File: config.mk
export PLATFORM = sky130hd
export DESIGN_NAME = i2c_display_byte_writer
export DESIGN_NICKNAME = d
export VERILOG_FILES = /design/src/rtl/idbw_pkg.sv /design/src/rtl/i2c_display_byte_writer.sv
export VERILOG_INCLUDE_DIRS = /design/src /design/src/rtl
export SDC_FILE = /design/constraint.sdc
export NUM_CORES = 1
export LEC_CHECK = 0
export BUFFER_PORTS_ARGS = -buffer_cell sky130_fd_sc_hd__buf_2
export CORE_MARGIN = 1
export CORE_UTILIZATION = 54
export DETAILED_ROUTE_END_ITERATION = 6
export MAX_ROUTING_LAYER = met4
export PLACE_DENSITY = 0.76
export RECOVER_POWER = 25
export SLEW_MARGIN = 25
export SYNTH_ARGS = -nofsm -noshare
export SYNTH_HDL_FRONTEND = slang
export SYNTH_SLANG_ARGS = --single-unit
export TNS_END_PERCENT = 30
File: constraint.sdc
create_clock -name clk -period 2.5 [get_ports clk]
set_input_delay 0.625 -clock clk [delete_from_list [all_inputs] [get_ports clk]]
set_output_delay 0.625 -clock clk [all_outputs]
set_load 0.005 [all_outputs]
File: src/rtl/i2c_display_byte_writer_assert.svh
// Assertion macros for the display byte writer.
// Included by the top level; no other dependencies.
`ifndef I2C_DISPLAY_BYTE_WRITER_ASSERT_SVH
`define I2C_DISPLAY_BYTE_WRITER_ASSERT_SVH
`ifndef SYNTHESIS
// Clocked check, disabled while reset is asserted
`define IDBW_ASSERT(lbl, clk, rst_n, prop, msg) \
  lbl: assert property (@(posedge clk) disable iff (!rst_n) prop) else $error(msg);
// Clocked check that also runs during reset
`define IDBW_ASSERT_ALWAYS(lbl, clk, prop, msg) \
  lbl: assert property (@(posedge clk) prop) else $error(msg);
`else
`define IDBW_ASSERT(lbl, clk, rst_n, prop, msg)
`define IDBW_ASSERT_ALWAYS(lbl, clk, prop, msg)
`endif
`endif

File: src/rtl/idbw_pkg.sv
// Shared types and constants for the display byte writer.
// No dependencies.
package idbw_pkg;

  // Control bytes that follow the address byte
  localparam logic [7:0] CTRL_DATA = 8'h40;
  localparam logic [7:0] CTRL_CMD  = 8'h00;

  // Configuration register indexes
  localparam logic [1:0] REG_DEVICE_ADDRESS    = 2'd0;
  localparam logic [1:0] REG_ACK_TIMEOUT       = 2'd1;
  localparam logic [1:0] REG_HALF_PERIOD_TICKS = 2'd2;

  // Register reset values
  localparam logic [7:0] DEVICE_ADDRESS_RST    = 8'h78;
  localparam logic [7:0] ACK_TIMEOUT_RST       = 8'd250;
  localparam logic [7:0] HALF_PERIOD_TICKS_RST = 8'd1;

  // Sequencer phases
  localparam logic [3:0] PH_IDLE     = 4'd0;
  localparam logic [3:0] PH_ST_A     = 4'd1;
  localparam logic [3:0] PH_ST_B     = 4'd2;
  localparam logic [3:0] PH_ST_C     = 4'd3;
  localparam logic [3:0] PH_BIT_A    = 4'd4;
  localparam logic [3:0] PH_BIT_B    = 4'd5;
  localparam logic [3:0] PH_BIT_C    = 4'd6;
  localparam logic [3:0] PH_ACK_A    = 4'd7;
  localparam logic [3:0] PH_ACK_B    = 4'd8;
  localparam logic [3:0] PH_ACK_POLL = 4'd9;
  localparam logic [3:0] PH_SP_A     = 4'd10;
  localparam logic [3:0] PH_SP_B     = 4'd11;
  localparam logic [3:0] PH_SP_C     = 4'd12;
  localparam logic [3:0] PH_SP_END   = 4'd13;

  // Last byte slot: every byte sent, final STOP pending
  localparam logic [1:0] SLOT_STOP = 2'd3;

  // One result item
  typedef struct packed {
    logic scl_level;
    logic sda_level;
    logic busy_res;
    logic ack_missed;
    logic done_res;
    logic rejected;
  } res_t;

endpackage

File: src/rtl/i2c_display_byte_writer.sv
// Write-only I2C master for a display: one byte per transaction.
// Depends on idbw_pkg and i2c_display_byte_writer_assert.svh.
//
// Each send request while idle arms one I2C write: START, device address,
// control byte (0x40 data, 0x00 command), payload, STOP. Tick items move the
// pin sequence one step, or count down one delay tick; pin drives and status
// come back as one result per item. The sequencer state is updated and the
// result registered at the edge that accepts the item, and the next item is
// taken in the following cycle unless stalled. The output register decouples the
// two sides; input stalls only while a result waits and the output is stalled.
// A missed acknowledge (SDA high for more than ack_timeout polls) issues a STOP,
// sets the sticky ack_missed flag and carries on with the next byte.
// Configuration writes are always accepted and apply from the next item.
`include "i2c_display_byte_writer_assert.svh"

module i2c_display_byte_writer
  import idbw_pkg::*;
(
  input  logic       clk,
  input  logic       rst_n,
  // input channel
  input  logic       in_valid,
  output logic       in_stall,
  input  logic       in_req_type,
  input  logic [7:0] in_payload,
  input  logic       in_is_data,
  input  logic       in_sda_sample,
  // result channel
  output logic       out_valid,
  input  logic       out_stall,
  output logic       out_scl_level,
  output logic       out_sda_level,
  output logic       out_busy_res,
  output logic       out_ack_missed,
  output logic       out_done_res,
  output logic       out_rejected,
  // configuration channel
  input  logic       cfg_valid,
  output logic       cfg_ready,
  input  logic [1:0] cfg_index,
  input  logic [7:0] cfg_data
);

  // Configuration registers
  logic [7:0] device_address_r, ack_timeout_r, half_period_ticks_r;

  // Sequencer state
  logic [3:0] phase_r, phase_nxt;
  logic [1:0] byte_slot_r, byte_slot_nxt;
  logic [3:0] bit_count_r, bit_count_nxt;
  logic [7:0] shift_byte_r, shift_byte_nxt;
  logic [7:0] held_payload_r, held_payload_nxt;
  logic       held_kind_r, held_kind_nxt;
  logic [7:0] delay_count_r, delay_count_nxt;
  logic [7:0] poll_count_r, poll_count_nxt;
  logic       miss_flag_r, miss_flag_nxt;
  logic       scl_r, scl_nxt;
  logic       sda_r, sda_nxt;

  // Output register
  logic       out_valid_r, out_valid_nxt;
  res_t       res_r, res_nxt;

  logic       in_acc;
  logic       done;
  logic       rej;
  logic [7:0] delay_start;
  logic [3:0] bit_inc;

  // Next-byte step shared by acknowledge and STOP
  logic [1:0] nb_slot;
  logic [7:0] nb_shift;
  logic [3:0] nb_bit;
  logic [3:0] nb_phase;

  assign in_acc    = in_valid && !in_stall;
  assign in_stall  = out_valid_r && out_stall;
  assign cfg_ready = 1'b1;

  // Zero half period counts as one tick
  assign delay_start = (half_period_ticks_r == 8'd0) ? 8'd0 : half_period_ticks_r - 8'd1;
  assign bit_inc     = bit_count_r + 4'd1;

  always_comb begin
    if (byte_slot_r < 2'd2) begin
      nb_slot  = byte_slot_r + 2'd1;
      nb_shift = (byte_slot_r == 2'd0) ? (held_kind_r ? CTRL_DATA : CTRL_CMD)
                                       : held_payload_r;
      nb_bit   = 4'd0;
      nb_phase = PH_BIT_A;
    end else begin
      nb_slot  = SLOT_STOP;
      nb_shift = shift_byte_r;
      nb_bit   = bit_count_r;
      nb_phase = PH_SP_A;
    end
  end

  // Sequencer step for the accepted item
  always_comb begin
    phase_nxt        = phase_r;
    byte_slot_nxt    = byte_slot_r;
    bit_count_nxt    = bit_count_r;
    shift_byte_nxt   = shift_byte_r;
    held_payload_nxt = held_payload_r;
    held_kind_nxt    = held_kind_r;
    delay_count_nxt  = delay_count_r;
    poll_count_nxt   = poll_count_r;
    miss_flag_nxt    = miss_flag_r;
    scl_nxt          = scl_r;
    sda_nxt          = sda_r;
    done             = 1'b0;
    rej              = 1'b0;

    if (in_acc) begin
      if (!in_req_type) begin
        if (phase_r != PH_IDLE) begin
          rej = 1'b1;
        end else begin
          held_payload_nxt = in_payload;
          held_kind_nxt    = in_is_data;
          miss_flag_nxt    = 1'b0;
          byte_slot_nxt    = 2'd0;
          bit_count_nxt    = 4'd0;
          shift_byte_nxt   = device_address_r;
          delay_count_nxt  = 8'd0;
          poll_count_nxt   = 8'd0;
          phase_nxt        = PH_ST_A;
        end
      end else if (phase_r != PH_IDLE) begin
        if (delay_count_r != 8'd0) begin
          delay_count_nxt = delay_count_r - 8'd1;
        end else begin
          unique case (phase_r)
            PH_ST_A: begin
              sda_nxt = 1'b1;
              scl_nxt = 1'b1;
              delay_count_nxt = delay_start;
              phase_nxt = PH_ST_B;
            end
            PH_ST_B: begin
              sda_nxt = 1'b0;
              delay_count_nxt = delay_start;
              phase_nxt = PH_ST_C;
            end
            PH_ST_C: begin
              scl_nxt = 1'b0;
              phase_nxt = PH_BIT_A;
            end
            PH_BIT_A: begin
              sda_nxt = shift_byte_r[7];
              shift_byte_nxt = {shift_byte_r[6:0], 1'b0};
              phase_nxt = PH_BIT_B;
            end
            PH_BIT_B: begin
              scl_nxt = 1'b1;
              delay_count_nxt = delay_start;
              phase_nxt = PH_BIT_C;
            end
            PH_BIT_C: begin
              scl_nxt = 1'b0;
              delay_count_nxt = delay_start;
              bit_count_nxt = bit_inc;
              phase_nxt = bit_inc[3] ? PH_ACK_A : PH_BIT_A;
            end
            PH_ACK_A: begin
              sda_nxt = 1'b1;
              poll_count_nxt = 8'd0;
              delay_count_nxt = delay_start;
              phase_nxt = PH_ACK_B;
            end
            PH_ACK_B: begin
              scl_nxt = 1'b1;
              delay_count_nxt = delay_start;
              phase_nxt = PH_ACK_POLL;
            end
            PH_ACK_POLL: begin
              if (!in_sda_sample) begin
                scl_nxt        = 1'b0;
                byte_slot_nxt  = nb_slot;
                shift_byte_nxt = nb_shift;
                bit_count_nxt  = nb_bit;
                phase_nxt      = nb_phase;
              end else if (poll_count_r >= ack_timeout_r) begin
                miss_flag_nxt = 1'b1;
                phase_nxt     = PH_SP_A;
              end else begin
                poll_count_nxt  = poll_count_r + 8'd1;
                delay_count_nxt = delay_start;
              end
            end
            PH_SP_A: begin
              sda_nxt = 1'b0;
              phase_nxt = PH_SP_B;
            end
            PH_SP_B: begin
              scl_nxt = 1'b1;
              delay_count_nxt = delay_start;
              phase_nxt = PH_SP_C;
            end
            PH_SP_C: begin
              sda_nxt = 1'b1;
              delay_count_nxt = delay_start;
              phase_nxt = PH_SP_END;
            end
            PH_SP_END: begin
              if (byte_slot_r == SLOT_STOP) begin
                done      = 1'b1;
                phase_nxt = PH_IDLE;
              end else begin
                byte_slot_nxt  = nb_slot;
                shift_byte_nxt = nb_shift;
                bit_count_nxt  = nb_bit;
                phase_nxt      = nb_phase;
              end
            end
            default: begin
              phase_nxt = PH_IDLE;
            end
          endcase
        end
      end
    end
  end

  // Result for the accepted item and output valid
  always_comb begin
    res_nxt.scl_level  = scl_nxt;
    res_nxt.sda_level  = sda_nxt;
    res_nxt.busy_res   = (phase_nxt != PH_IDLE);
    res_nxt.ack_missed = miss_flag_nxt;
    res_nxt.done_res   = done;
    res_nxt.rejected   = rej;
    out_valid_nxt      = in_acc || (out_valid_r && out_stall);
  end

  // Configuration registers; writes outside the list are dropped
  always_ff @(posedge clk) begin
    if (!rst_n) begin
      device_address_r    <= DEVICE_ADDRESS_RST;
      ack_timeout_r       <= ACK_TIMEOUT_RST;
      half_period_ticks_r <= HALF_PERIOD_TICKS_RST;
    end else if (cfg_valid && cfg_ready) begin
      unique case (cfg_index)
        REG_DEVICE_ADDRESS:    device_address_r    <= cfg_data;
        REG_ACK_TIMEOUT:       ack_timeout_r       <= cfg_data;
        REG_HALF_PERIOD_TICKS: half_period_ticks_r <= cfg_data;
        default: ;
      endcase
    end
  end

  // Sequencer state
  always_ff @(posedge clk) begin
    if (!rst_n) begin
      phase_r        <= PH_IDLE;
      byte_slot_r    <= 2'd0;
      bit_count_r    <= 4'd0;
      shift_byte_r   <= 8'd0;
      held_payload_r <= 8'd0;
      held_kind_r    <= 1'b0;
      delay_count_r  <= 8'd0;
      poll_count_r   <= 8'd0;
      miss_flag_r    <= 1'b0;
      scl_r          <= 1'b1;
      sda_r          <= 1'b1;
      out_valid_r    <= 1'b0;
    end else begin
      phase_r        <= phase_nxt;
      byte_slot_r    <= byte_slot_nxt;
      bit_count_r    <= bit_count_nxt;
      shift_byte_r   <= shift_byte_nxt;
      held_payload_r <= held_payload_nxt;
      held_kind_r    <= held_kind_nxt;
      delay_count_r  <= delay_count_nxt;
      poll_count_r   <= poll_count_nxt;
      miss_flag_r    <= miss_flag_nxt;
      scl_r          <= scl_nxt;
      sda_r          <= sda_nxt;
      out_valid_r    <= out_valid_nxt;
    end
  end

  // Result payload, loaded on each input transfer
  always_ff @(posedge clk) begin
    if (in_acc) begin
      res_r <= res_nxt;
    end
  end

  assign out_valid      = out_valid_r;
  assign out_scl_level  = res_r.scl_level;
  assign out_sda_level  = res_r.sda_level;
  assign out_busy_res   = res_r.busy_res;
  assign out_ack_missed = res_r.ack_missed;
  assign out_done_res   = res_r.done_res;
  assign out_rejected   = res_r.rejected;

  // Checks
  `IDBW_ASSERT(a_stall_only_when_full, clk, rst_n, in_stall |-> out_valid_r, "input stalled with empty output register")
  `IDBW_ASSERT(a_reject_keeps_phase, clk, rst_n, (in_acc && !in_req_type && phase_r != PH_IDLE) |=> (out_rejected && $stable(phase_r)), "rejected request moved the sequencer")
  `IDBW_ASSERT(a_done_goes_idle, clk, rst_n, (in_acc && in_req_type && phase_r == PH_SP_END && delay_count_r == 8'd0 && byte_slot_r == SLOT_STOP) |=> (phase_r == PH_IDLE && out_done_res && !out_busy_res), "final STOP did not complete")
  `IDBW_ASSERT(a_idle_no_delay, clk, rst_n, (phase_r == PH_IDLE) |-> (delay_count_r == 8'd0), "delay pending while idle")

endmodule

Yosys cells after proc, flatten, opt, wreduce, memory -nomap -nowiden
Index checks and enable logic that the tools add are counted.
- $add $sub $neg: 5
- $mul: 0
- div/mod/pow operators: 0
- magnitude comparators: 2
- equal/unequal tests: 30
- shift-type cells: 0
- mux-type cells: 72
- bitwise gates (word level): 3
- reductions and logical operators: 25
- operators with widths (cell ; number):
    8-bit 2-to-1 mux ; 20
    4-bit 2-to-1 mux ; 16
    4-bit case mux with 13 select lines ; 1
    8-bit case mux with 2 select lines ; 2
    7-bit AND reduction ; 4
    4-bit == test, second input constant ; 6
    8-bit case mux with 3 select lines ; 1
    1-bit 2-to-1 mux ; 19
    4-bit by 3-bit == test with 1-bit output, second input constant ; 4
    2-bit 2-to-1 mux ; 8
    8-bit by 1-bit subtractor with 8-bit output, second input constant ; 2
    3-bit != test, second input constant ; 4
    4-bit case mux with 3 select lines ; 1
    8-bit by 1-bit adder with 8-bit output, second input constant ; 1
    4-bit by 2-bit == test with 1-bit output, second input constant ; 2
    8-bit >= comparator ; 1
    8-bit logical NOT ; 1
    4-bit by 1-bit != test with 1-bit output, second input constant ; 2
    4-bit != test, second input constant ; 2
    4-bit nonzero test ; 2
    8-bit nonzero test ; 1
    4-bit OR reduction ; 2
    8-bit OR reduction ; 1
    7-bit 2-to-1 mux ; 1
    22 further kinds ; 33
- register bits after elaboration: 77
- latch bits: 0
- bits in writable memories: 0
- ROM bits: 0
- output and inout port bits: 9
- word-level logic and storage cells: 158
- memories kept: 0

Depth between registers and ports, before layout
- depth in word-level cells: 9
- mapped depth: 9
- mapped depth without buffers: 8

Least setup slack after synthesis
Ideal clock, no wire load.
- kind: register to register
- from: register phase_r[0]
- to: register shift_byte_r[5]
- data arrival time: 2.334 ns
- data required time: 2.430 ns
- setup slack: 0.095 ns
- stages on the path, launching flop included: 9
- buffers on the path: 2
- clock period less this slack: 2.405 ns
- path through: dfxtp_1 or4_1 buf_4 ha_1 a2111oi_4 o2111ai_4 buf_6 a211o_1 a21oi_1
- longest elaborated chain between the ends: 5
- elaborated cells between the ends (all ways): 15
- RTL lines (item ; line ; source):
    start, declared ; i2c_display_byte_writer.sv:48 ; logic [3:0] phase_r, phase_nxt;
    start signal, assigned ; i2c_display_byte_writer.sv:269 ; phase_r <= phase_nxt;
    4-bit == test or 4-bit by 3-bit == test with 1-bit output (tied branches) ; i2c_display_byte_writer.sv:134 ; unique case (phase_r)
    8-bit case mux with 3 select lines ; i2c_display_byte_writer.sv:134 ;
    8-bit 2-to-1 mux ; i2c_display_byte_writer.sv:131 ; if (delay_count_r != 8'd0) begin
    8-bit 2-to-1 mux ; i2c_display_byte_writer.sv:130 ; end else if (phase_r != PH_IDLE) begin
    8-bit 2-to-1 mux ; i2c_display_byte_writer.sv:116 ; if (!in_req_type) begin
    end signal, assigned ; i2c_display_byte_writer.sv:272 ; shift_byte_r <= shift_byte_nxt;
    end, declared ; i2c_display_byte_writer.sv:51 ; logic [7:0] shift_byte_r, shift_byte_nxt;
Several ways; a longest one is shown, not always the timed one. The select of a mux whose other input is x is not followed.
A chain may end at the register's enable or synchronous reset.

==> impl_metrics.env <==
export IMPL_setup_tns_ns=0
export IMPL_grt_pass1_wl_um=17070
export IMPL_finalSetupViolCount=0
export IMPL_worstSetupStartpointType="flip-flop"
export IMPL_critPathRequiredTime_ns=2.59
export IMPL_ys_flop_type="dfxtp_1"
export IMPL_power_density_nw_per_um2=539.3
export IMPL_cp_arrival_ns=2.41
export IMPL_switchingPower_mw=0.7944
export IMPL_vias=4028
export IMPL_syn_area_um2=4424
export IMPL_nFillCells=702
export IMPL_via_per_inst=5.880
export IMPL_syn_num_nets=585
export IMPL_post_place_cells=667
export IMPL_path_class="flip-flop to flip-flop"
export IMPL_core_rowCount=32
export IMPL_initial_utilization_pct=56.67
export IMPL_cts_buffers=9
export IMPL_worst_slew_pin_slew_ns=1.194
export IMPL_startpoint="delay_count_r[0]"
export IMPL_grt_overflow_total=0
export IMPL_finalClockSkew_ns=0.01089
export IMPL_cp_end_kind="flip-flop"
export IMPL_crit_fanout=6
export IMPL_core_area_um2=7807
export IMPL_die_h_um=92.52
export IMPL_maxCapViolCount=0
export IMPL_drc=0
export IMPL_fin_crit_sh_pct=92.91
export IMPL_gp_congestion=0.8979
export IMPL_fin_crit_ns=2.323
export IMPL_yosysMostFrequentCell="nand2_1"
export IMPL_synth_common_cells="77 x nand2_1, 71 x dfxtp_1, 56 x nor2_1"
export IMPL_switching_share_pct=29.97
export IMPL_status="finished clean"
export IMPL_synth_cell_types=74
export IMPL_htreeDepth=3
export IMPL_yosysTopAreaCell="dfxtp_1"
export IMPL_wire_per_inst_um=15.14
export IMPL_io_pins=35
export IMPL_synth_edf_count=6
export IMPL_clockRootBuffer="clkbuf_8"
export IMPL_firstDrtPassIters=6
export IMPL_pwr_share_comb_pct=16.9
export IMPL_whs_path_depth=2
export IMPL_grt_max_degree=44
export IMPL_slew_violations=0
export IMPL_rr_startpoint="delay_count_r[0]"
export IMPL_yosysWarnings=0
export IMPL_ys_seq_area_share_pct=36.20
export IMPL_rsz0062_at_grt="no"
export IMPL_cts_tree="yes"
export IMPL_peakVddDrop_v=0.0003819
export IMPL_antenna_found_initial=0
export IMPL_async_flop_share_pct=0
export IMPL_nets=621
export IMPL_p_leak_nw=1.998
export IMPL_first_iter_violations=255
export IMPL_cts_sinks=77
export IMPL_grt_usage_pct=25.77
export IMPL_drive_gt1_share_pct=14.58
export IMPL_clock_latency_ns=0.36
export IMPL_synth_top_cell_area_share_pct=32.13
export IMPL_hpwl_um=7543
export IMPL_syn_area_per_cell_um2=8.163
export IMPL_reg2reg_depth=8
export IMPL_wirelength_um=10370
export IMPL_synth_seq_cells=77
export IMPL_synth_area_leaders="dfxtp_1 32%, mux2i_1 6.6%, nand2_1 6.5%, ha_1 4.8%, nor2_1 4.8%"
export IMPL_power_internal_mw=1.856
export IMPL_pwr_share_seq_pct=49.5
export IMPL_relSlewSlack_pct=20.39
export IMPL_syn_inst=542
export IMPL_min_from="shift_byte_r[1]"
export IMPL_cts_hold_buf=0
export IMPL_io_buffer_count=33
export IMPL_die_w_um=92.52
export IMPL_hold_class="flip-flop to flip-flop"
export IMPL_pwr_share_clk_pct=33.6
export IMPL_ctsLongestPathBuffers=2
export IMPL_clk_pin_slew_ns=0.08
export IMPL_die_area_um2=8559
export IMPL_final_hold_violation_count=0
export IMPL_syn2layout_area_growth_pct=11.09
export IMPL_route_antenna_remaining_nets=0
export IMPL_fmax_mhz=430.5
export IMPL_antennaDiodeCount=0
export IMPL_grt_pass1_vias=3694
export IMPL_final_cells=685
flip-flops by register name, summed over array words and instances (netlist names), 2 cells and up:
register	flops
ack_timeout_r	8
delay_count_r	8
device_address_r	8
half_period_ticks_r	8
held_payload_r	8
poll_count_r	8
shift_byte_r	8
bit_count_r	4
phase_r	4
byte_slot_r	2
area by class of cell:
class	count	area, um2	area share (%)
multi-input combinational	414	2610	53.11
inverter	22	83.83	1.706
sequential	77	1602	32.59
timing repair buffer	54	310.3	6.314
clock inverter	6	43.79	0.8910
clock buffer	10	137.6	2.800
tap	102	127.6	2.597
worst max-delay path, cell delays in order (launching register included):
cell and delay [ns]:
dfxtp_1 0.34, inv_1 0.10, ha_1 0.19, nor4b_2 0.35
nand2_1 0.29, a211oi_1 0.36, o21a_1 0.17, a311o_1 0.15
nand4b_1 0.09
routing by layer:
layer | GRT usage (%) | wire length (um) | share of wire, %
met5 | - | 0 | 0
met4 | 9.245 | 227 | 2.2
met2 | 42.16 | 4988 | 48
met1 | 31.53 | 4661 | 45
met3 | 5.172 | 494 | 4.8
placed cells by master (no fill, tap or decap), types with 4 or more instances in the layout:
cell and n:
nand2b_1 9, clkbuf_1 4, or2_2 4, inv_1 20, mux2i_1 29, o22ai_1 6
nand2_1 77, a21oi_1 41, buf_2 31, o21ai_0 16, dfxtp_1 71, clkbuf_8 10
nand3b_1 5, edfxtp_1 6, ha_1 17, nor3b_1 8, xnor2_1 6, a211o_1 7
o21ai_1 9, and3_1 9, nor3_1 17, nor4_1 4, nand3_1 21, nor2_1 56
nor2b_1 7, o211ai_1 9, buf_4 18
cells by family after synthesis:
group                      count (synthesis)  synth area share [%]
other                                      1               0.08476
muxes                                     30                 6.816
buffers and inverters                     51                 4.807
adders and majority gates                 17                 4.808
DFF                                       77                 36.20
and+or+nand+nor                          233                 26.02
AOI/OAI and AO/OA                        125                 19.68
xor gates and xnor gates                   8                 1.584
path summary, 6_finish.rpt:
check | endpoint | slack [ns]
max | out_busy_res | 0.18
min | shift_byte_r[1] | 0.46
max reg2reg | out_busy_res | 0.18
min reg2reg | shift_byte_r[1] | 0.46
power by group through the flow:
| stage | registers [mW] | clock network, mW | logic [mW] |
|---|---|---|---|
| CTS | 1.31 | 0.906 | 0.442 |
| global placement | 1.34 | 0 | 0.427 |
| global route | 1.32 | 0.957 | 0.490 |
| finish | 1.31 | 0.890 | 0.447 |
| detailed placement | 1.34 | 0 | 0.440 |
| floorplan | 1.34 | 0 | 0.321 |
repair_timing:
action	CTS	global route
endpoints found under the setup margin	0	6
gates resized for setup	0	0
setup buffers	0	2
stage by stage:
stage          util, %  area (um2)  hold slack, ns  worst slack (ns)  power, mW
5_1_grt          62.95        4915          0.4736           0.01061      2.766
3_3_place_gp     60.59        4731          0.4416            0.1781      1.767
4_1_cts          62.92        4912          0.4587            0.1036      2.661
3_5_place_dp     60.59        4731          0.4466           0.05245      1.782
6_report         62.95        4915          0.4580            0.1771      2.651
2_1_floorplan        -        4424          0.4287           0.09528      1.658
(Power assumes the default switching activity.)
